==> src/rtl/core/tva_pkg.sv <==
// tva_pkg: item types, state codes and the nice-to-weight table
// for the vruntime accounting block
// no dependencies
package tva_pkg;

  // input item
  typedef struct packed {
    logic [63:0] timestamp;
    logic [2:0]  next_state;
  } in_item_t;

  // result item
  typedef struct packed {
    logic [2:0]  previous_state;
    logic [63:0] real_runtime;
    logic [63:0] virtual_runtime;
  } out_item_t;

  // divider control and status
  typedef struct packed {
    logic start;
  } div_ctl_t;

  typedef struct packed {
    logic busy;
    logic done;
  } div_sts_t;

  localparam logic [2:0] TASK_NEWBORN = 3'd0;
  localparam logic [2:0] TASK_RUNNING = 3'd1;

  localparam int WEIGHT_W   = 17;
  localparam int SCALE_BITS = 10;   // elapsed time times 1024
  localparam int DIV_STEPS  = 64 + SCALE_BITS;
  localparam int NICE_COUNT = 40;

  localparam logic signed [7:0] NICE_MIN = -8'sd20;
  localparam logic signed [7:0] NICE_MAX = 8'sd19;

  localparam logic [WEIGHT_W-1:0] WEIGHT_TABLE [NICE_COUNT] = '{
    17'd88761, 17'd71755, 17'd56483, 17'd46273, 17'd36291,
    17'd29154, 17'd23254, 17'd18705, 17'd14949, 17'd11916,
    17'd9548,  17'd7620,  17'd6100,  17'd4904,  17'd3906,
    17'd3121,  17'd2501,  17'd1991,  17'd1586,  17'd1277,
    17'd1024,  17'd820,   17'd655,   17'd526,   17'd423,
    17'd335,   17'd272,   17'd215,   17'd172,   17'd137,
    17'd110,   17'd87,    17'd70,    17'd56,    17'd45,
    17'd36,    17'd29,    17'd23,    17'd18,    17'd15
  };

  // clamp the nice level and look up its weight
  function automatic logic [WEIGHT_W-1:0] weight_of_nice(input logic signed [7:0] nice);
    logic signed [7:0] n;
    logic [5:0]        idx;
    n = nice;
    if (n < NICE_MIN) n = NICE_MIN;
    if (n > NICE_MAX) n = NICE_MAX;
    idx = 6'(n - NICE_MIN);
    return WEIGHT_TABLE[idx];
  endfunction

endpackage

==> src/rtl/core/task_vruntime_accounting.sv <==
// task_vruntime_accounting: per-task runtime and weighted vruntime accounting
// depends on tva_pkg and tva_div
//
// channel   direction  handshake                 payload
// in_       input      in_valid / in_ready       tva_pkg::in_item_t (timestamp, next_state)
// out_      output     out_valid / out_ready     tva_pkg::out_item_t (previous_state, totals)
// apb       input      psel/penable/pwrite       nice_level at address 0, pready always high
//
// an item leaving a running task goes through accept, 74 divider steps plus
// the divider done strobe, accumulate, and the result write
// an item from any other state goes through accept and the result write
// in_ready is high only while the sequencer idles; a result left in the output
// register does not hold off the next item, only the next result write
// reset (synchronous, active low) clears state code, timestamp, totals and nice level
module task_vruntime_accounting (
  input  logic                clk,
  input  logic                rst_n,
  input  logic                in_valid,
  output logic                in_ready,
  input  tva_pkg::in_item_t   in_data,
  output logic                out_valid,
  input  logic                out_ready,
  output tva_pkg::out_item_t  out_data,
  input  logic                psel,
  input  logic                penable,
  input  logic                pwrite,
  input  logic [2:0]          paddr,
  input  logic [31:0]         pwdata,
  output logic [31:0]         prdata,
  output logic                pready
);

  localparam logic [1:0] ST_IDLE = 2'd0;
  localparam logic [1:0] ST_DIV  = 2'd1;
  localparam logic [1:0] ST_ADD  = 2'd2;
  localparam logic [1:0] ST_FIN  = 2'd3;

  localparam logic REG_NICE = 1'b0;

  logic [1:0]                   state_r, state_nxt;
  logic [2:0]                   cur_state_r, cur_state_nxt;
  logic [2:0]                   prev_r, prev_nxt;
  logic [63:0]                  phase_r, phase_nxt;
  logic [63:0]                  runtime_r, runtime_nxt;
  logic [63:0]                  vruntime_r, vruntime_nxt;
  logic [63:0]                  delta_r, delta_nxt;
  logic [7:0]                   nice_r, nice_nxt;
  logic                         out_valid_r, out_valid_nxt;
  tva_pkg::out_item_t           out_data_r, out_data_nxt;
  logic [63:0]                  delta;
  logic [tva_pkg::WEIGHT_W-1:0] weight;
  logic                         accept;
  logic                         was_running;
  logic                         cfg_wr;
  logic                         out_free;
  tva_pkg::div_ctl_t            div_ctl;
  tva_pkg::div_sts_t            div_sts;
  logic [63:0]                  quotient;

  assign accept      = in_valid && in_ready;
  assign in_ready    = (state_r == ST_IDLE);
  assign was_running = (cur_state_r == tva_pkg::TASK_RUNNING);
  assign delta       = in_data.timestamp - phase_r;
  assign weight      = tva_pkg::weight_of_nice(signed'(nice_r));
  assign out_free    = !out_valid_r || out_ready;

  // divider starts on an item that ends a running phase
  assign div_ctl.start = accept && was_running;

  tva_div u_div (
    .clk      (clk),
    .rst_n    (rst_n),
    .ctl      (div_ctl),
    .dividend (delta),
    .divisor  (weight),
    .sts      (div_sts),
    .quotient (quotient)
  );

  // config register
  assign cfg_wr   = psel && penable && pwrite && pready;
  assign nice_nxt = (cfg_wr && paddr[2] == REG_NICE) ? pwdata[7:0] : nice_r;
  assign prdata   = (paddr[2] == REG_NICE) ? {24'd0, nice_r} : 32'd0;
  assign pready   = 1'b1;

  // sequencer
  always_comb begin
    state_nxt     = state_r;
    cur_state_nxt = cur_state_r;
    prev_nxt      = prev_r;
    phase_nxt     = phase_r;
    runtime_nxt   = runtime_r;
    vruntime_nxt  = vruntime_r;
    delta_nxt     = delta_r;
    out_valid_nxt = out_valid_r && !out_ready;
    out_data_nxt  = out_data_r;
    case (state_r)
      ST_IDLE: begin
        if (accept) begin
          prev_nxt      = cur_state_r;
          cur_state_nxt = in_data.next_state;
          phase_nxt     = in_data.timestamp;
          delta_nxt     = delta;
          state_nxt     = was_running ? ST_DIV : ST_FIN;
        end
      end
      ST_DIV: begin
        if (div_sts.done) begin
          state_nxt = ST_ADD;
        end
      end
      ST_ADD: begin
        runtime_nxt  = runtime_r + delta_r;
        vruntime_nxt = vruntime_r + quotient;
        state_nxt    = ST_FIN;
      end
      ST_FIN: begin
        if (out_free) begin
          out_valid_nxt               = 1'b1;
          out_data_nxt.previous_state = prev_r;
          out_data_nxt.real_runtime   = runtime_r;
          out_data_nxt.virtual_runtime = vruntime_r;
          state_nxt                   = ST_IDLE;
        end
      end
      default: begin
        state_nxt = ST_IDLE;
      end
    endcase
  end

  always_ff @(posedge clk) begin
    if (!rst_n) begin
      state_r     <= ST_IDLE;
      cur_state_r <= tva_pkg::TASK_NEWBORN;
      phase_r     <= '0;
      runtime_r   <= '0;
      vruntime_r  <= '0;
      nice_r      <= '0;
      out_valid_r <= 1'b0;
    end else begin
      state_r     <= state_nxt;
      cur_state_r <= cur_state_nxt;
      phase_r     <= phase_nxt;
      runtime_r   <= runtime_nxt;
      vruntime_r  <= vruntime_nxt;
      nice_r      <= nice_nxt;
      out_valid_r <= out_valid_nxt;
    end
  end

  // payload registers
  always_ff @(posedge clk) begin
    prev_r     <= prev_nxt;
    delta_r    <= delta_nxt;
    out_data_r <= out_data_nxt;
  end

  assign out_valid = out_valid_r;
  assign out_data  = out_data_r;

  // leaving a running phase goes through the divider
  a_run_divides: assert property (@(posedge clk) disable iff (!rst_n)
    accept && was_running |=> state_r == ST_DIV && div_sts.busy)
    else $error("running item did not start the divider");

  // totals hold for an item that ends a non-running phase
  a_idle_totals: assert property (@(posedge clk) disable iff (!rst_n)
    accept && !was_running |=> $stable(runtime_r) && $stable(vruntime_r))
    else $error("totals changed outside a running phase");

  // divider finishes only while the sequencer waits for it
  a_done_in_div: assert property (@(posedge clk) disable iff (!rst_n)
    div_sts.done |-> state_r == ST_DIV)
    else $error("divider done outside divide state");

  // a result write always returns the sequencer to idle with a valid item
  a_fin_writes: assert property (@(posedge clk) disable iff (!rst_n)
    state_r == ST_FIN && out_free |=> out_valid_r && state_r == ST_IDLE)
    else $error("result write missed");

endmodule

==> src/rtl/core/tva_div.sv <==
// tva_div: restoring bit-serial divider, one quotient bit per cycle
// divides (dividend * 1024) by a 17-bit weight, keeps the low 64 quotient bits
// depends on tva_pkg
module tva_div (
  input  logic                          clk,
  input  logic                          rst_n,
  input  tva_pkg::div_ctl_t             ctl,
  input  logic [63:0]                   dividend,
  input  logic [tva_pkg::WEIGHT_W-1:0]  divisor,
  output tva_pkg::div_sts_t             sts,
  output logic [63:0]                   quotient
);

  localparam int CNT_W = $clog2(tva_pkg::DIV_STEPS);
  localparam logic [CNT_W-1:0] LAST_STEP = CNT_W'(tva_pkg::DIV_STEPS - 1);

  logic                         busy_r, busy_nxt;
  logic                         done_r, done_nxt;
  logic [CNT_W-1:0]             cnt_r, cnt_nxt;
  logic [63:0]                  dvd_r, dvd_nxt;
  logic [63:0]                  quo_r, quo_nxt;
  logic [tva_pkg::WEIGHT_W-1:0] rem_r, rem_nxt;
  logic [tva_pkg::WEIGHT_W-1:0] div_r, div_nxt;
  logic [tva_pkg::WEIGHT_W:0]   trial;
  logic                         fits;

  // one restoring step: bring in the next dividend bit, subtract if it fits
  assign trial = {rem_r, dvd_r[63]};
  assign fits  = (trial >= {1'b0, div_r});

  always_comb begin
    busy_nxt = busy_r;
    done_nxt = 1'b0;
    cnt_nxt  = cnt_r;
    dvd_nxt  = dvd_r;
    quo_nxt  = quo_r;
    rem_nxt  = rem_r;
    div_nxt  = div_r;
    if (ctl.start) begin
      busy_nxt = 1'b1;
      cnt_nxt  = '0;
      dvd_nxt  = dividend;
      quo_nxt  = '0;
      rem_nxt  = '0;
      div_nxt  = divisor;
    end else if (busy_r) begin
      // after the 64 timestamp bits, zeros feed in for the scale factor
      dvd_nxt = {dvd_r[62:0], 1'b0};
      quo_nxt = {quo_r[62:0], fits};
      rem_nxt = fits ? tva_pkg::WEIGHT_W'(trial - {1'b0, div_r})
                     : tva_pkg::WEIGHT_W'(trial);
      if (cnt_r == LAST_STEP) begin
        busy_nxt = 1'b0;
        done_nxt = 1'b1;
      end else begin
        cnt_nxt = cnt_r + 1'b1;
      end
    end
  end

  always_ff @(posedge clk) begin
    if (!rst_n) begin
      busy_r <= 1'b0;
      done_r <= 1'b0;
      cnt_r  <= '0;
    end else begin
      busy_r <= busy_nxt;
      done_r <= done_nxt;
      cnt_r  <= cnt_nxt;
    end
  end

  // datapath registers
  always_ff @(posedge clk) begin
    dvd_r <= dvd_nxt;
    quo_r <= quo_nxt;
    rem_r <= rem_nxt;
    div_r <= div_nxt;
  end

  assign sts.busy = busy_r;
  assign sts.done = done_r;
  assign quotient = quo_r;

  // remainder always stays below the divisor while stepping
  a_rem_below_div: assert property (@(posedge clk) disable iff (!rst_n)
    busy_r |-> rem_r < div_r)
    else $error("divider remainder not below divisor");

  // done follows the last step only
  a_done_after_last: assert property (@(posedge clk) disable iff (!rst_n)
    done_r |-> $past(busy_r) && $past(cnt_r) == LAST_STEP)
    else $error("divider done without last step");

endmodule

==> config.mk <==
export PLATFORM = sky130hd
export DESIGN_NAME = task_vruntime_accounting
export DESIGN_NICKNAME = d
export VERILOG_FILES = /design/src/rtl/core/tva_pkg.sv /design/src/rtl/core/task_vruntime_accounting.sv /design/src/rtl/core/tva_div.sv
export SDC_FILE = /design/constraint.sdc
export NUM_CORES = 1
export LEC_CHECK = 0
export ABC_AREA = 0
export CORE_ASPECT_RATIO = 0.7
export CORE_UTILIZATION = 54
export DETAILED_ROUTE_END_ITERATION = 6
export DONT_BUFFER_PORTS = 1
export HOLD_SLACK_MARGIN = 0.15
export PLACE_DENSITY = 0.69
export REMOVE_ABC_BUFFERS = 1
export SYNTH_ARGS = -nofsm -noshare
export SYNTH_HDL_FRONTEND = slang
export SYNTH_SLANG_ARGS = --single-unit
==> constraint.sdc <==
create_clock -name clk -period 9.13 [get_ports clk]
set_input_delay 1.826 -clock clk [delete_from_list [all_inputs] [get_ports clk]]
set_output_delay 1.826 -clock clk [all_outputs]
set_load 0.01 [all_outputs]
==> impl_metrics.ini, run 1 <==
[outcome]
outcome = finished, final reports clean

[global_routing]
track_usage_pct = 25.8
antenna_found_initial = 1
grt_max_degree = 174
grt.overflow.total = 0
grt_pass1_vias = 23651
grt_pass1_wl_um = 131000

[critical_path]
reg2reg_to = u_div.div_r[3]
r2r_cells = 12
crit_fanout = 28
path_cells = a21oi_1, nand4b_1, ha_1, nor3_1, a21boi_1, or2_2, clkinv_1, ha_1, xnor2_1, buf_4, a2111oi_0, a221oi_1
crit_path_end = u_div.div_r[3]
startpoint = nice_r[2]
crit_type = reg2reg
cp-end-kind = register
cpMostUsedCell = ha_1
critPathRequiredTime_ns = 9.48
cp_num_buf_inv = 2
cp_data_arrival_time_ns = 5.59
slowest_stage = xnor2_1
ff2ff_setup_slack_ns = 3.89
worst_path_dominant_cell_family = compound AO/OA/AOI/OAI gates
crit_cells = 12
crit_path_max_incr_delay_ns = 0.70
start_kind = register
reg2reg_from = nice_r[2]

[yosys]
synthMuxAreaShare_pct = 5.38
syn_avg_cell_area_um2 = 9.35
yosys.area_share.simple_pct = 15.6
synth_cells = 3583
yosys.area_share.xor_xnor_pct = 4.97
async_flop_share_pct = 0
ys.flop_type = dfxtp_1
ys_seq_area_share_pct = 42.7
yosysUniqueCellTypes = 106
synth_top_family_by_area = compound AO/OA/AOI/OAI gates
synth.area.top_cells = edfxtp_1, dfxtp_1, ha_1
yosysTopAreaCellShare_pct = 25.0
synth_warnings = 0
synth_edf_count = 279
yosys_register_bits = 575
synth-adder-area-share_pct = 8.53
synth_top_cell_by_area = edfxtp_1
syn_area_um2 = 33500
synth-compound-area-share_pct = 18.2

[placement]
dp.cells = 4229
place_congestion = 0.931
detailed_place_hpwl_um = 61400
port_buffers = 0

[timing]
max_slew_margin_pct = 32.4
fmax_mhz = 191
finalCritPeriodShare_pct = 57.4
setup_viol = 0
slew_viol_final = 0
layout_min_cycle_time_ns = 5.24
final_hold_viol_count = 0
fin_setup_tns_ns = 0
hold-worst-slack_ns = 0.428
clock_skew_ns = 0.0203
worstMarginPinSlew_ns = 1.01
rsz0062_at_grt = no

[routing]
viasPerCell = 5.94
drt_iter0_drc = 2131
vias = 25767
drtAntennaViolNets = 0
drc = 0
firstDrtPassIters = 6
avgRoutedWirePerCell_um = 19.2
routed_wl_um = 83200

[pwr]
p_comb_share_pct = 43.9
p_int_w = 0.00685
p_sw_w = 0.00471
power_density_nw_per_um2 = 325
p_seq_share_pct = 36.4
irDropWorstVdd_mv = 0.181
swShare_pct = 40.7
pwr-share-clk_pct = 19.7
leakagePower_nw = 14.0

[cells_and_area]
antennaDiodeCount = 0
final_nets = 3814
fin_cells = 4335
syn2layout_area_growth_pct = 6.30
drive_above_1_share_pct = 5.27

[cts]
cts_resized = 0
clock_path_buffers = 3
cts-root-buf = clkbuf_16
cts_hold_buf = 0
cts_htree_levels = 2
clk_pin_slew_ns = 0.06
worstSkewPairLatency_ns = 0.62
cts_setup_buffers = 0
cts_buffers = 56
cts_tree = yes
cts_sinks = 575

[floorplanning]
dieArea_um2 = 63100
die_w_um = 300
start_util_pct = 55.3
die_h_um = 210
coreArea_um2 = 60600
rows = 75
ios = 275

[worst_hold_path]
hold_path.class = reg2reg

[job]
drv_cap = 0
[cell families (layout without fill, tap and decap cells)]
logic type	count (synthesis)	in the layout
other	2	25
AND/OR/NAND/NOR	1123	1123
AO/OA/AOI/OAI	937	937
adder cells (fa/ha/maj)	226	226
XOR/XNOR	190	190
flip-flops	575	575
buffers and inverters	353	274
multiplexers	177	177
[per-layer routing]
metal | vias up | global-route usage, % | part of all wire, %
met5 | - | 0 | 0.016
met4 | 2 | 5.54 | 1.6
met3 | 87 | 4.71 | 7.5
met2 | 856 | 36.6 | 41
met1 | 12230 | 40.3 | 50
li1 | 12592 | - | -
[state kept, by name, summed over array words and instances (netlist names)]
| name | count |
|---|---|
| u_div.rem_r | 17 |
| vruntime_r | 64 |
| u_div.div_r | 17 |
| u_div.dvd_r | 64 |
| delta_r | 64 |
| u_div.cnt_r | 7 |
| u_div.quotient | 64 |
| runtime_r | 64 |
| out_data | 131 |
| out_valid | 1 |
| nice_r | 8 |
| phase_r | 64 |
| u_div.done_r | 1 |
| state_r | 2 |
| prev_r | 3 |
| u_div.busy_r | 1 |
| cur_state_r | 3 |
[worst min-delay path by stage]
stage                          endpoint  slack (ns)  cells after the start      start
final                     out_data[128]        0.43                      0  prev_r[0]
after global routing      out_data[128]        0.44                      0  prev_r[0]
after CTS                 out_data[128]        0.43                      0  prev_r[0]
after detailed placement  out_data[128]        0.41                      0  prev_r[0]
after global placement    out_data[128]        0.40                      0  prev_r[0]
after floorplan           out_data[128]        0.40                      0  prev_r[0]
[cells in the mapped netlist (11+ instances only)]
cell        n
a211oi_1   26
a21boi_0   83
a21o_1    114
a21oi_1   261
a31oi_1    26
and2_1     13
and3_1     13
buf_1      17
buf_4      30
clkbuf_1  138
dfxtp_1   296
edfxtp_1  279
ha_1      222
inv_1     147
mux2_2     25
mux2i_1   152
nand2_1   508
nand2b_1   22
nand3_1    53
nand4_1    58
nor2_1    216
nor2b_1    99
nor3_1     47
o211ai_1   16
o21a_1     27
o21ai_0   194
o21bai_1   35
o31ai_1    27
or2_2      11
or3_1      21
xnor2_1   118
xor2_1     72
[cells in the final DEF, fill, tap and decap left out, types with 52 or more instances in the layout]
cell / instances
xor2_1: 72
nand2_1: 506
edfxtp_1: 279
nor2_1: 216
nand4_1: 58
nand3_1: 52
ha_1: 221
a21o_1: 114
clkbuf_16: 58
nor2b_1: 97
inv_1: 147
dfxtp_1: 295
a21boi_0: 83
o21ai_0: 194
a21oi_1: 261
mux2i_1: 152
xnor2_1: 118
[layout make-up]
type,count,area [µm²]
Inverter,151,572
Timing Repair Buffer,17,128
Tap cell,808,1010
Clock buffer,77,1580
Fill cell,5283,25000
Multi-Input combinational cell,2678,17800
Clock inverter,29,221
Sequential cell,575,14300
[power by group through the flow]
stage | combinational, W | clock [W] | sequential, W
floorplan | 0.00398 | 0 | 0.00401
global placement | 0.00485 | 0 | 0.00423
detailed placement | 0.00498 | 0 | 0.00426
CTS | 0.00500 | 0.00234 | 0.00421
global route | 0.00563 | 0.00244 | 0.00428
finish | 0.00507 | 0.00228 | 0.00421
[worst register-to-register path: cells and delay by family (launching register included)]
| family | cells | cell delay [ns] |
|---|---|---|
| AO/OA/AOI/OAI | 4 | 1.17 |
| AND/OR/NAND/NOR | 3 | 0.75 |
| adder cells (fa/ha/maj) | 2 | 0.89 |
| buffers and inverters | 2 | 1.02 |
| flip-flops | 1 | 0.42 |
| XOR/XNOR | 1 | 0.70 |
[per-stage QoR]
step | utilization, % | total power (W) | setup WS (ns) | instance area [µm²]
after floorplan | - | 0.00799 | -2.74 | 32600
after global placement | 55.8 | 0.00908 | 3.70 | 33800
after detailed placement | 55.8 | 0.00923 | 3.66 | 33800
after CTS | 58.7 | 0.0116 | 3.94 | 35600
after global routing | 58.7 | 0.0123 | 3.47 | 35600
final | 58.7 | 0.0116 | 3.89 | 35600
No activity file was read; power rests on OpenSTA's default activity.
==> run 2: changes to the inputs <==
--- a/config.mk
+++ b/config.mk
@@ -5,7 +5,7 @@
 export SDC_FILE = /design/constraint.sdc
 export NUM_CORES = 1
 export LEC_CHECK = 0
-export ABC_AREA = 0
+export ABC_AREA = 1
 export CORE_ASPECT_RATIO = 0.7
 export CORE_UTILIZATION = 54
 export DETAILED_ROUTE_END_ITERATION = 6
==> constraint.sdc (replaced) <==
create_clock -name clk -period 4.9 [get_ports clk]
set_input_delay 0.98 -clock clk [delete_from_list [all_inputs] [get_ports clk]]
set_output_delay 0.98 -clock clk [all_outputs]
set_load 0.01 [all_outputs]
==> run 2 against run 1 <==
Effect of this change: cell count grew 47%; non-clock buffer count rose by 6; die area up 13%; total power up 100%; synthesized cell count increased by 52%; worst hold slack gained 0.0088 ns; combinational power increased by 120%; sequential power grew 88%; largest cell class unchanged; highest routed layer is now met4.
==> impl_metrics.ini, run 2 <==
[placement]
detailed_place_hpwl_um = 91500
pre_cts_slack_ns = 1.06
port_buffers = 0
place_congestion = 1.00

[floorplanning]
die_h_um = 223
start_util_pct = 55.1
ios = 275
die_w_um = 318
rows = 80
coreArea_um2 = 68700
dieArea_um2 = 71100

[global_routing]
track_usage_pct = 31.2
antenna_found_initial = 1
grt.overflow.total = 0
grt_pass1_wl_um = 173000
grt_max_degree = 125
grt_pass1_vias = 30052

[worst_hold_path]
hold_path.class = reg2reg

[routing]
drt_iter0_drc = 3823
viasPerCell = 5.41
vias = 34526
drtAntennaViolNets = 0
drc = 0
routed_wl_um = 114000
firstDrtPassIters = 6
avgRoutedWirePerCell_um = 17.8

[yosys]
syn_avg_cell_area_um2 = 6.92
ys_seq_area_share_pct = 37.8
synth_top_cell_by_area = edfxtp_1
async_flop_share_pct = 0
yosysTopAreaCellShare_pct = 22.1
synth_common_cells = nand2_1, inv_1, nor2_1
syn_area_um2 = 37800
synth_edf_count = 279
synth_cells = 5464
synth_warnings = 0
ys.flop_type = dfxtp_1
synth.area.top_cells = edfxtp_1, dfxtp_1, nand2_1
yosysUniqueCellTypes = 59
yosys_register_bits = 575
yosys.cell_count.top_type = nand2_1

[critical_path]
crit_path_max_incr_delay_ns = 0.58
cp_num_buf_inv = 2
start_kind = register
cpMostUsedCell = nand2_1
cp-end-kind = register
worst_path_dominant_cell_family = simple AND/OR/NAND/NOR gates
crit_type = reg2reg
critPathRequiredTime_ns = 5.26
crit_fanout = 22
cp_data_arrival_time_ns = 4.30
path_cells = nand2_1, nand2_1, nand4_1, ha_1, nor2_4, o21ai_2, nand3_2, nand2_4, inv_4, nor2_8, ha_1, inv_1, nand3_1, nand2_1, nor3_1, nor2_1
slowest_stage = ha_1

[cts]
cts_tree = yes
cts_setup_buffers = 0
cts_sinks = 575
cts_htree_levels = 2
clk_pin_slew_ns = 0.06
cts_buffers = 54
clock_path_buffers = 3
worstSkewPairLatency_ns = 0.64
cts_resized = 0
cts-root-buf = clkbuf_16
cts_hold_buf = 0

[cells_and_area]
syn2layout_area_growth_pct = 6.93
largest_reg_flops = 131
final_nets = 5767
layout_common_cells = nand2_1, inv_1, nor2_1
layout_commonest_cell = nand2_1
fillers = 6615
drive_above_1_share_pct = 4.47
antennaDiodeCount = 0

[timing]
finalCritPeriodShare_pct = 80.5
clock_skew_ns = 0.0363
hold-worst-slack_ns = 0.437
setup_viol = 0
final_hold_viol_count = 0
max_slew_margin_pct = 22.9
worstMarginPinSlew_ns = 1.16
layout_min_cycle_time_ns = 3.95
rsz0062_at_grt = no
fmax_mhz = 253
layout_setup_ws_ns = 0.954
slew_viol_final = 0

[pwr]
totalPowerFinal_w = 0.0235
power_density_nw_per_um2 = 581
leakagePower_nw = 19.1
irDropWorstVdd_mv = 0.338

[outcome]
outcome = finished, final reports clean

[job]
drv_cap = 0
run 2: worst register-to-register path, cell delays in order (launching register included):
cell and delay (ns):
dfxtp_1 0.43, nand2_1 0.08, nand2_1 0.08, nand4_1 0.11, ha_1 0.52, nor2_4 0.08
o21ai_2 0.07, nand3_2 0.10, nand2_4 0.13, inv_4 0.07, nor2_8 0.23, ha_1 0.58
inv_1 0.53, nand3_1 0.34, nand2_1 0.11, nor3_1 0.19, nor2_1 0.07
run 2: report_power, final:
| part | internal [W] | leakage (nW) | switching (W) |
|---|---|---|---|
| clock network | 0.00253 | 0.878 | 0.00190 |
| registers | 0.00675 | 5.02 | 0.00118 |
| logic | 0.00351 | 13.2 | 0.00762 |
run 2: cell families after synthesis:
group           Yosys count  synth area share [%]
flops                   575                  37.8
compound gates          844                  12.1
buf+inv                1058                  11.0
simple gates           2657                  29.1
other cells               2                0.0198
fa+ha+maj               226                  7.55
xor+xnor                102                  2.44
run 2: final cells by class:
class                   count  area, µm²  share of cell area [%]
multi-input cells        3854      19500                    48.2
flip-flops and latches    575      14300                    35.4
inverters                 924       3480                    8.60
clock buffers              63       1400                    3.45
well taps                 902       1130                    2.79
clock inverters            37        457                    1.13
repair buffers             23        185                   0.458
run 2: path summary, 6_finish.rpt:
check	from	depth (start not counted)	slack [ns]	to
setup / recovery	nice_r[2]	16	0.95	u_div.div_r[0]
setup reg to reg	nice_r[2]	16	0.95	u_div.div_r[0]
hold reg to reg	cur_state_r[0]	0	0.44	prev_r[0]
hold / removal	cur_state_r[0]	0	0.44	prev_r[0]
run 2: routing by layer:
metal / global-route usage [%] / vias up / routed length, µm
met1: 50.8 / 15663 / 57100
met3: 7.99 / 116 / 13300
met4: 5.67 / 0 / 1870
met5: 0 / - / 0
met2: 40.3 / 1430 / 41300
li1: - / 17317 / -
run 2: metrics by stage:
step	setup TNS [ns]	utilization [%]	instance area, µm²	cells
3_5_place_dp	0	56.2	38600	6278
4_1_cts	0	58.9	40500	6378
5_1_grt	0	58.9	40500	6378
2_1_floorplan	-1298.66	-	37200	5353
3_3_place_gp	0	56.2	38600	6278
6_report	0	58.9	40500	6378
